[src/hdl/mac_pkg.sv]
// ----------------------------------------------------------------------------
// mac_pkg: shared types and constants
// Sample format and configuration register map of the moving-average filter.
// ----------------------------------------------------------------------------
package mac_pkg;

	localparam int SAMPLE_W  = 16;
	localparam int TAP_W     = 7;
	localparam int CFG_AW    = 4;
	localparam int REG_IDX_W = 2;

	localparam logic [REG_IDX_W-1:0] REG_FILTER_ENABLE = 2'd0;
	localparam logic [REG_IDX_W-1:0] REG_TAP_COUNT     = 2'd1;
	localparam logic [REG_IDX_W-1:0] REG_CENTER_WEIGHT = 2'd2;

	localparam logic [TAP_W-1:0] TAP_RESET = 7'd1;

	typedef logic signed [SAMPLE_W-1:0] sample_t;

endpackage

[src/hdl/moving_average_center_weight.sv]
// ----------------------------------------------------------------------------
// moving_average_center_weight: moving-average filter with center weighting
// Sample history in a circular RAM; window summed one tap per cycle, then
// divided by the tap count (plus one with center weighting).
// ----------------------------------------------------------------------------
//  channel   dir  handshake          payload
//  s_*       in   s_tvalid/s_tready  s_tdata = sample_in
//  m_*       out  m_tvalid/m_tready  m_tdata = sample_out
//  apb       in   psel/penable/...   regs at 0x0, 0x4, 0x8
//
//  Filter on: the n taps are read one per cycle from the history RAM, then the
//  divider produces one quotient bit per cycle (SW = 23 bits for 64 taps).
//  Filter off: the sample skips the sum and divide. One sample in flight;
//  the output register lets the next sample start while a result waits.
//  Reset: no clearing pass; a fill count makes unwritten history read as zero.
// ----------------------------------------------------------------------------
module moving_average_center_weight
	import mac_pkg::*;
#(
	parameter int MAX_TAPS = 64
) (
	input  logic                clk,
	input  logic                arst_n,
	// stream in
	input  logic                s_tvalid,
	output logic                s_tready,
	input  logic [SAMPLE_W-1:0] s_tdata,   // [15:0] sample_in
	// stream out
	output logic                m_tvalid,
	input  logic                m_tready,
	output logic [SAMPLE_W-1:0] m_tdata,   // [15:0] sample_out
	// config
	input  logic                psel,
	input  logic                penable,
	input  logic                pwrite,
	input  logic [CFG_AW-1:0]   paddr,
	input  logic [31:0]         pwdata,
	output logic [31:0]         prdata,
	output logic                pready
);

	localparam int AW    = (MAX_TAPS > 1) ? $clog2(MAX_TAPS) : 1;
	localparam int DEPTH = 1 << AW;
	localparam int NW    = $clog2(MAX_TAPS + 1);
	localparam int DW    = $clog2(MAX_TAPS + 2);
	localparam int SW    = SAMPLE_W + DW;
	localparam int EW    = ((TAP_W > NW) ? TAP_W : NW) + 1;

	localparam logic [1:0] ST_IDLE = 2'd0;
	localparam logic [1:0] ST_SUM  = 2'd1;
	localparam logic [1:0] ST_DIV  = 2'd2;
	localparam logic [1:0] ST_FIN  = 2'd3;

	// config registers
	logic             enable_q;
	logic [TAP_W-1:0] tap_q;
	logic             cw_q;

	logic             cfg_wr;
	logic [REG_IDX_W-1:0] cfg_idx;

	assign pready  = 1'b1;
	assign cfg_wr  = psel && penable && pwrite;
	assign cfg_idx = paddr[CFG_AW-1:2];

	always_ff @(posedge clk or negedge arst_n) begin
		if (!arst_n) begin
			enable_q <= 1'b0;
			tap_q    <= TAP_RESET;
			cw_q     <= 1'b0;
		end else if (cfg_wr) begin
			case (cfg_idx)
				REG_FILTER_ENABLE: enable_q <= pwdata[0];
				REG_TAP_COUNT:     tap_q    <= pwdata[TAP_W-1:0];
				REG_CENTER_WEIGHT: cw_q     <= pwdata[0];
				default: ;
			endcase
		end
	end

	always_comb begin
		case (cfg_idx)
			REG_FILTER_ENABLE: prdata = 32'(enable_q);
			REG_TAP_COUNT:     prdata = 32'(tap_q);
			REG_CENTER_WEIGHT: prdata = 32'(cw_q);
			default:           prdata = '0;
		endcase
	end

	// effective tap count, clamped to 1..MAX_TAPS
	logic [EW-1:0] tap_ext;
	logic [NW-1:0] n_eff;

	assign tap_ext = EW'(tap_q);

	always_comb begin
		if (tap_ext == '0) begin
			n_eff = NW'(1);
		end else if (tap_ext > EW'(MAX_TAPS)) begin
			n_eff = NW'(MAX_TAPS);
		end else begin
			n_eff = NW'(tap_ext);
		end
	end

	// control state
	logic [1:0]    state_q;
	logic [AW-1:0] wp_q;
	logic [AW-1:0] newest_q;
	logic [NW-1:0] fill_q;
	logic [NW-1:0] rd_j_q;
	logic [NW-1:0] n_q;
	logic [NW-1:0] n_last_q;
	logic [NW-1:0] mid_q;
	logic [DW-1:0] div_q;
	logic          dbl_q;
	logic          rv_s1;
	logic [NW-1:0] rj_s1;
	logic          m_tvalid_q;

	logic signed [SW-1:0] acc_q;
	sample_t              result_q;
	sample_t              m_tdata_q;

	logic                 in_beat;
	logic                 issue;
	logic                 last_beat;
	logic                 out_free;
	logic [SAMPLE_W-1:0]  rdata;
	logic signed [SW-1:0] tap_val;
	logic signed [SW-1:0] term;
	logic signed [SW-1:0] acc_nxt;
	logic                 div_done;
	logic signed [SW-1:0] div_quo;

	assign s_tready  = (state_q == ST_IDLE);
	assign in_beat   = s_tvalid && s_tready;
	assign issue     = (state_q == ST_SUM) && (rd_j_q != n_q);
	assign last_beat = rv_s1 && (rj_s1 == n_last_q);
	assign out_free  = !m_tvalid_q || m_tready;

	// taps older than the number of samples ever written read as zero
	assign tap_val = (rj_s1 < fill_q) ? SW'(signed'(rdata)) : '0;
	assign term    = (dbl_q && (rj_s1 == mid_q)) ? tap_val + tap_val : tap_val;
	assign acc_nxt = acc_q + term;

	mac_ram #(
		.WIDTH(SAMPLE_W),
		.DEPTH(DEPTH)
	) u_hist (
		.clk   (clk),
		.we    (in_beat),
		.waddr (wp_q),
		.wdata (s_tdata),
		.raddr (newest_q - AW'(rd_j_q)),
		.rdata (rdata)
	);

	mac_div #(
		.NUM_W(SW),
		.DEN_W(DW)
	) u_div (
		.clk    (clk),
		.arst_n (arst_n),
		.start  (last_beat),
		.num    (acc_nxt),
		.den    (div_q),
		.done   (div_done),
		.quo    (div_quo)
	);

	always_ff @(posedge clk or negedge arst_n) begin
		if (!arst_n) begin
			state_q    <= ST_IDLE;
			wp_q       <= '0;
			newest_q   <= '0;
			fill_q     <= '0;
			rd_j_q     <= '0;
			rv_s1      <= 1'b0;
			m_tvalid_q <= 1'b0;
		end else begin
			rv_s1 <= issue;
			if (issue) begin
				rd_j_q <= rd_j_q + 1'b1;
			end
			if (m_tready) begin
				m_tvalid_q <= 1'b0;
			end
			case (state_q)
				ST_IDLE: begin
					if (in_beat) begin
						wp_q     <= wp_q + 1'b1;
						newest_q <= wp_q;
						rd_j_q   <= '0;
						if (fill_q != NW'(MAX_TAPS)) begin
							fill_q <= fill_q + 1'b1;
						end
						state_q <= enable_q ? ST_SUM : ST_FIN;
					end
				end
				ST_SUM: begin
					if (last_beat) begin
						state_q <= ST_DIV;
					end
				end
				ST_DIV: begin
					if (div_done) begin
						state_q <= ST_FIN;
					end
				end
				ST_FIN: begin
					if (out_free) begin
						m_tvalid_q <= 1'b1;
						state_q    <= ST_IDLE;
					end
				end
				default: state_q <= ST_IDLE;
			endcase
		end
	end

	always_ff @(posedge clk) begin
		rj_s1 <= rd_j_q;
		if (in_beat) begin
			n_q      <= n_eff;
			n_last_q <= n_eff - 1'b1;
			mid_q    <= n_eff >> 1;
			dbl_q    <= cw_q;
			div_q    <= cw_q ? DW'(n_eff) + 1'b1 : DW'(n_eff);
			acc_q    <= '0;
			result_q <= s_tdata;
		end else if (rv_s1) begin
			acc_q <= acc_nxt;
		end
		if (div_done) begin
			result_q <= div_quo[SAMPLE_W-1:0];
		end
		if (state_q == ST_FIN && out_free) begin
			m_tdata_q <= result_q;
		end
	end

	assign m_tvalid = m_tvalid_q;
	assign m_tdata  = m_tdata_q;

endmodule

[src/hdl/mac_ram.sv]
// ----------------------------------------------------------------------------
// mac_ram: simple dual-port RAM
// One write port, one read port, read data registered.
// ----------------------------------------------------------------------------
module mac_ram #(
	parameter int WIDTH = 16,
	parameter int DEPTH = 64
) (
	input  logic                                    clk,
	input  logic                                    we,
	input  logic [((DEPTH > 1) ? $clog2(DEPTH) : 1)-1:0] waddr,
	input  logic [WIDTH-1:0]                        wdata,
	input  logic [((DEPTH > 1) ? $clog2(DEPTH) : 1)-1:0] raddr,
	output logic [WIDTH-1:0]                        rdata
);

	logic [WIDTH-1:0] mem [DEPTH];

	always_ff @(posedge clk) begin
		if (we) begin
			mem[waddr] <= wdata;
		end
		rdata <= mem[raddr];
	end

endmodule

[src/hdl/mac_div.sv]
// ----------------------------------------------------------------------------
// mac_div: signed by unsigned restoring divider
// One quotient bit per cycle, quotient truncated toward zero.
// ----------------------------------------------------------------------------
module mac_div #(
	parameter int NUM_W = 23,
	parameter int DEN_W = 7
) (
	input  logic                    clk,
	input  logic                    arst_n,
	input  logic                    start,
	input  logic signed [NUM_W-1:0] num,
	input  logic [DEN_W-1:0]        den,
	output logic                    done,
	output logic signed [NUM_W-1:0] quo
);

	localparam int CW = (NUM_W > 1) ? $clog2(NUM_W) : 1;

	logic             busy_q;
	logic             done_q;
	logic             neg_q;
	logic [CW-1:0]    cnt_q;
	logic [NUM_W-1:0] work_q;
	logic [DEN_W:0]   rem_q;
	logic [DEN_W-1:0] den_q;

	logic [DEN_W:0]   shifted;
	logic             ge;

	assign shifted = {rem_q[DEN_W-1:0], work_q[NUM_W-1]};
	assign ge      = shifted >= {1'b0, den_q};

	always_ff @(posedge clk or negedge arst_n) begin
		if (!arst_n) begin
			busy_q <= 1'b0;
			done_q <= 1'b0;
			cnt_q  <= '0;
		end else begin
			done_q <= 1'b0;
			if (start) begin
				busy_q <= 1'b1;
				cnt_q  <= CW'(NUM_W - 1);
			end else if (busy_q) begin
				cnt_q <= cnt_q - 1'b1;
				if (cnt_q == '0) begin
					busy_q <= 1'b0;
					done_q <= 1'b1;
				end
			end
		end
	end

	always_ff @(posedge clk) begin
		if (start) begin
			neg_q  <= num[NUM_W-1];
			work_q <= num[NUM_W-1] ? NUM_W'(-num) : NUM_W'(num);
			rem_q  <= '0;
			den_q  <= den;
		end else if (busy_q) begin
			rem_q  <= ge ? shifted - {1'b0, den_q} : shifted;
			work_q <= {work_q[NUM_W-2:0], ge};
		end
	end

	assign done = done_q;
	assign quo  = neg_q ? -signed'(work_q) : signed'(work_q);

endmodule

[config.mk]
export PLATFORM = sky130hd
export DESIGN_NAME = moving_average_center_weight
export DESIGN_NICKNAME = d
export VERILOG_FILES = /design/src/hdl/mac_pkg.sv /design/src/hdl/moving_average_center_weight.sv /design/src/hdl/mac_ram.sv /design/src/hdl/mac_div.sv
export SDC_FILE = /design/constraint.sdc
export NUM_CORES = 1
export LEC_CHECK = 0
export ABC_AREA = 1
export BUFFER_PORTS_ARGS = -buffer_cell sky130_fd_sc_hd__buf_4
export CORE_MARGIN = 4
export CORE_UTILIZATION = 40
export DETAILED_ROUTE_END_ITERATION = 8
export MAX_ROUTING_LAYER = met4
export PLACE_DENSITY = 0.57
export SETUP_SLACK_MARGIN = 0.1
export SLEW_MARGIN = 20
export SYNTH_ARGS = -nofsm -noshare
export SYNTH_HDL_FRONTEND = slang
export SYNTH_SLANG_ARGS = --single-unit
[constraint.sdc]
create_clock -name clk -period 3.84 [get_ports clk]
set_input_delay 0 -clock clk [delete_from_list [all_inputs] [get_ports clk]]
set_output_delay 0 -clock clk [all_outputs]
set_load 0.02 [all_outputs]
==> key figures <==
Setup path
  • CP Depth: 22
  • Worst path cell trace: o22ai_2, a211oi_2, nand4_1, nor4_4, buf_4, inv_2, buf_6, nand3_1, o21ai_0, ha_1, a21oi_1, nand2_1, inv_1, nand3_1, nand2_1, nand2_2, nor2_4, nand3_4, o21ai_4, nand3_2, nand3_1, nand2_1
  • Slowest cell on the critical path: edfxtp_1
  • Cell family with most CP delay: simple AND/OR/NAND/NOR gates
  • Worst EP required: roughly 4300 ps
  • Worst reg-to-reg setup slack: slightly above 200 ps
  • Critical Setup Path Class: reg -> reg
  • Worst setup SP type: flip-flop
  • Buf/Inv on CP: 4
  • CP arrival: slightly above 4000 ps
  • Crit Path Max Fanout: 7
  • Reg2reg path depth: 22
  • Worst R2R End: u_div.work_q[17]
  • CP endpoint kind: flip-flop
  • Reg2reg start: n_q[1]
  • Worst path max stage delay: approximately 400 ps

Routing
  • Average routed wire per standard cell: roughly 22 um
  • TritonRoute pass-1 iters: 8
  • Top sig layer: met4
  • Met2 WL: between 60,000 and 70,000 um
  • Via-per-instance ratio: 5.48
  • Via count: about 34,000
  • DRC violations left: 0
  • Metal-1 WL: between 60,000 and 70,000 um
  • Detailed Route WL: between 100,000 and 150,000 um
  • Starting DRT DRC Count: between 3,000 and 4,000
  • Routed Antenna Nets: 0
  • Met3 WL: 8440 um

Clock tree
  • CTS tree: built
  • Inserted Clock Buffers: 130
  • Clock tree sinks: about 1,200
  • CTS Root Cell: clkbuf_16
  • CTS Buffer Depth: 3
  • Number of H-tree levels: 4
  • Clk_lat worst skew: around 760 ps
  • CTS clk-pin slew, worst paths: about 60 ps

Timing
  • Slew headroom: between 30% and 40%
  • Hold WS: 113 ps
  • Fmax: around 270 MHz
  • RSZ-0062 raised after global routing: true
  • Slew @ Worst Pin: about 1000 ps
  • Worst Skew: approximately 22 ps
  • Final min period: between 3000 and 4000 ps
  • Final setup violating endpoints: 0
  • Final Max Tran Viols: 0
  • Tcrit/Tclk final: 94.7%
  • Final Hold Fails: 0

Global routing
  • Largest net degree at the start of global routing: 180
  • First-pass GRT wire length: 205,000 um
  • Total GRT Usage: 21.1%
  • Vias in the first global route: about 32,000
  • Initial antenna violation count: 1
  • Grt total ovfl: 0

Place
  • Routability Congestion: slightly below 0.9
  • Post-Place Cells: between 5,000 and 6,000
  • Post-DP HPWL: around 82,000 um
  • Port bufs: 56

Synth
  • Top-area cell type share of the netlist area: 65.4%
  • Sequential share of the synthesized area: 69.8%
  • Post-synth EDFFs: about 1,100
  • Number of library cell types mapped by synthesis: slightly below 60
  • Synth Flop Type: edfxtp_1
  • Cell taking the most area after synthesis: edfxtp_1
  • Seq cells post-synth: ~1,200
  • Synthesized area: between 50,000 and 60,000 um^2
  • YS warnings: 0
  • Syn Area/Cell: between 10 and 15 um^2
  • Syn Inst Count: around 4,200
  • Asr flop ratio synth: 3.81%
  • Synth area leaders: edfxtp_1 65%, o21ai_0 5.8%, nor2_1 4.9%, o221ai_1 3.3%, nand2_1 3.2%

Worst hold path
  • Hold path cells: 4
  • Min-Delay Endpoint: enable_q
  • Hold crit path type: in -> reg
  • Worst hold start: pwdata[0]

Floorplan
  • Die height: 365 um
  • Core area: between 100,000 and 150,000 um^2
  • FP Rows: 130
  • Die Wd: 365 um
  • DIE AREA: 133,000 um^2
  • IO Count: 110
  • Starting Density: approximately 40%

Finish
  • Fraction of layout cells with a size suffix above 1: around 14%
  • Final nets: 4,585
  • Filler cells: 11,200
  • Area grow syn2layout: 17.2%
  • Post-Layout Cell Count: 6,225

Run status
  • Status: finished, final reports clean

Flow run
  • Maxcap violations: 0
[cells in the mapped netlist, types with 6 or more instances]
library cell and n:
a22oi_1 33, a21oi_1 84, o22ai_1 68, o211ai_1 19, o21ai_0 587, buf_4 31
clkbuf_1 165, nor3_1 22, dfxtp_1 53, xor2_1 59, ha_1 55, o21ai_1 14
nand2_2 11, dfrtp_1 45, buf_2 65, nand2_1 437, inv_2 6, edfxtp_1 1109
o221ai_1 192, nand3_1 180, inv_1 203, nor2_1 670, nor4_1 12, buf_1 10
xnor2_1 9, nand3b_1 7, nand4_1 18, mux2i_1 16
[metal layers]
metal / global-route usage (%) / up-vias
met4: 6.27 / 0
met3: 2.69 / 200
li1: - / 15900
met5: - / -
met1: 29.7 / 16900
met2: 32.1 / 1122
[worst max path at each step]
stage / from / endpoint / slack (ps)
after global routing: fill_q[6] / u_div.work_q[19] / -40
final: n_q[1] / u_div.work_q[17] / 200
after floorplan: fill_q[2] / u_div.work_q[19] / 120
after detailed placement: fill_q[6] / u_div.work_q[21] / -80
after CTS: rj_s1[1] / u_div.work_q[17] / 100
after global placement: fill_q[2] / u_div.work_q[21] / -30
[registers in the layout (all words and copies together) (netlist names), 2 cells and up]
signal and flops:
u_hist.mem 1024, acc_q 23, u_div.work_q 23, m_tdata 16, result_q 16, u_hist.rdata 16, div_q 7, fill_q 7
n_last_q 7, n_q 7, rd_j_q 7, rj_s1 7, tap_q 7, u_div.den_q 7, u_div.rem_q 7, newest_q 6
wp_q 6, u_div.cnt_q 5, state_q 2
[area by class of cell]
cell class | instances | area (um^2) | area share [%]
sequential | 1208 | 35500 | 59.5
multi-input combinational | 2572 | 14000 | 23.5
clock buffer | 177 | 3530 | 5.91
timing repair buffer | 345 | 3100 | 5.19
tap | 1650 | 2060 | 3.46
inverter | 211 | 823 | 1.38
clock inverter | 60 | 606 | 1.02
antenna | 2 | 5.00 | 0.00839
[cells by family (layout without fill, tap and decap cells)]
kind of cell               Yosys count  after routing  share of synthesized area (%)
muxes                               16             16                          0.315
AOI/OAI and AO/OA                 1019           1019                           12.0
adders and majority gates           58             58                           1.47
buffers and inverters              484            793                           3.99
other                                2             28                         0.0148
and+or+nand+nor                   1383           1384                           11.2
xor gates and xnor gates            69             69                           1.20
DFF                               1208           1208                           69.8
[worst min-delay path: stages]
cell,delay [ps]
dlygate4sd3_1,530
buf_4,100
inv_1,50
o21ai_0,140
[through the flow]
step	util (%)	instance area [um^2]	TNS [ps]	worst slack (ps)
floorplan	-	51000	0	124
global placement	43.2	54400	-27.9	-27.9
detailed placement	43.2	54400	-278	-77.2
CTS	46.9	59100	0	101
global route	47.3	59700	-107	-35.2
finish	47.3	59700	0	202
[cells in the final DEF, fill, tap and decap left out, drive strengths merged, types with 2 or more instances in the layout]
master	n
clkbuf	177
nor4	14
diode	2
and2	4
xnor2	9
inv	216
o21bai	2
or2	4
a32o	2
dlygate4sd3	44
bufinv	5
a22oi	33
o211ai	19
nor3	23
nand2	452
conb	26
nand3b	8
and3	2
dfxtp	53
dfrtp	45
o221ai	192
nand4	18
o21ai	603
o22ai	68
nand3	184
o31ai	3
a21oi	88
edfxtp	1109
clkinv	49
buf	301
xor2	60
ha	55
nor2	675
mux2i	16
a211oi	4
fa	3
[repair_timing]
item	in CTS	in global routing
pin swaps	16	53
endpoints found under the setup margin	14	25
endpoints found under the hold margin	975	0
buffers inserted	4	17
cloned	1	2
gates resized for setup	28	112
hold buffers	45	0
Power is left out: the tool's default activity adds up to more than one toggle a clock period on the data nets, which glitch-free logic cannot reach.
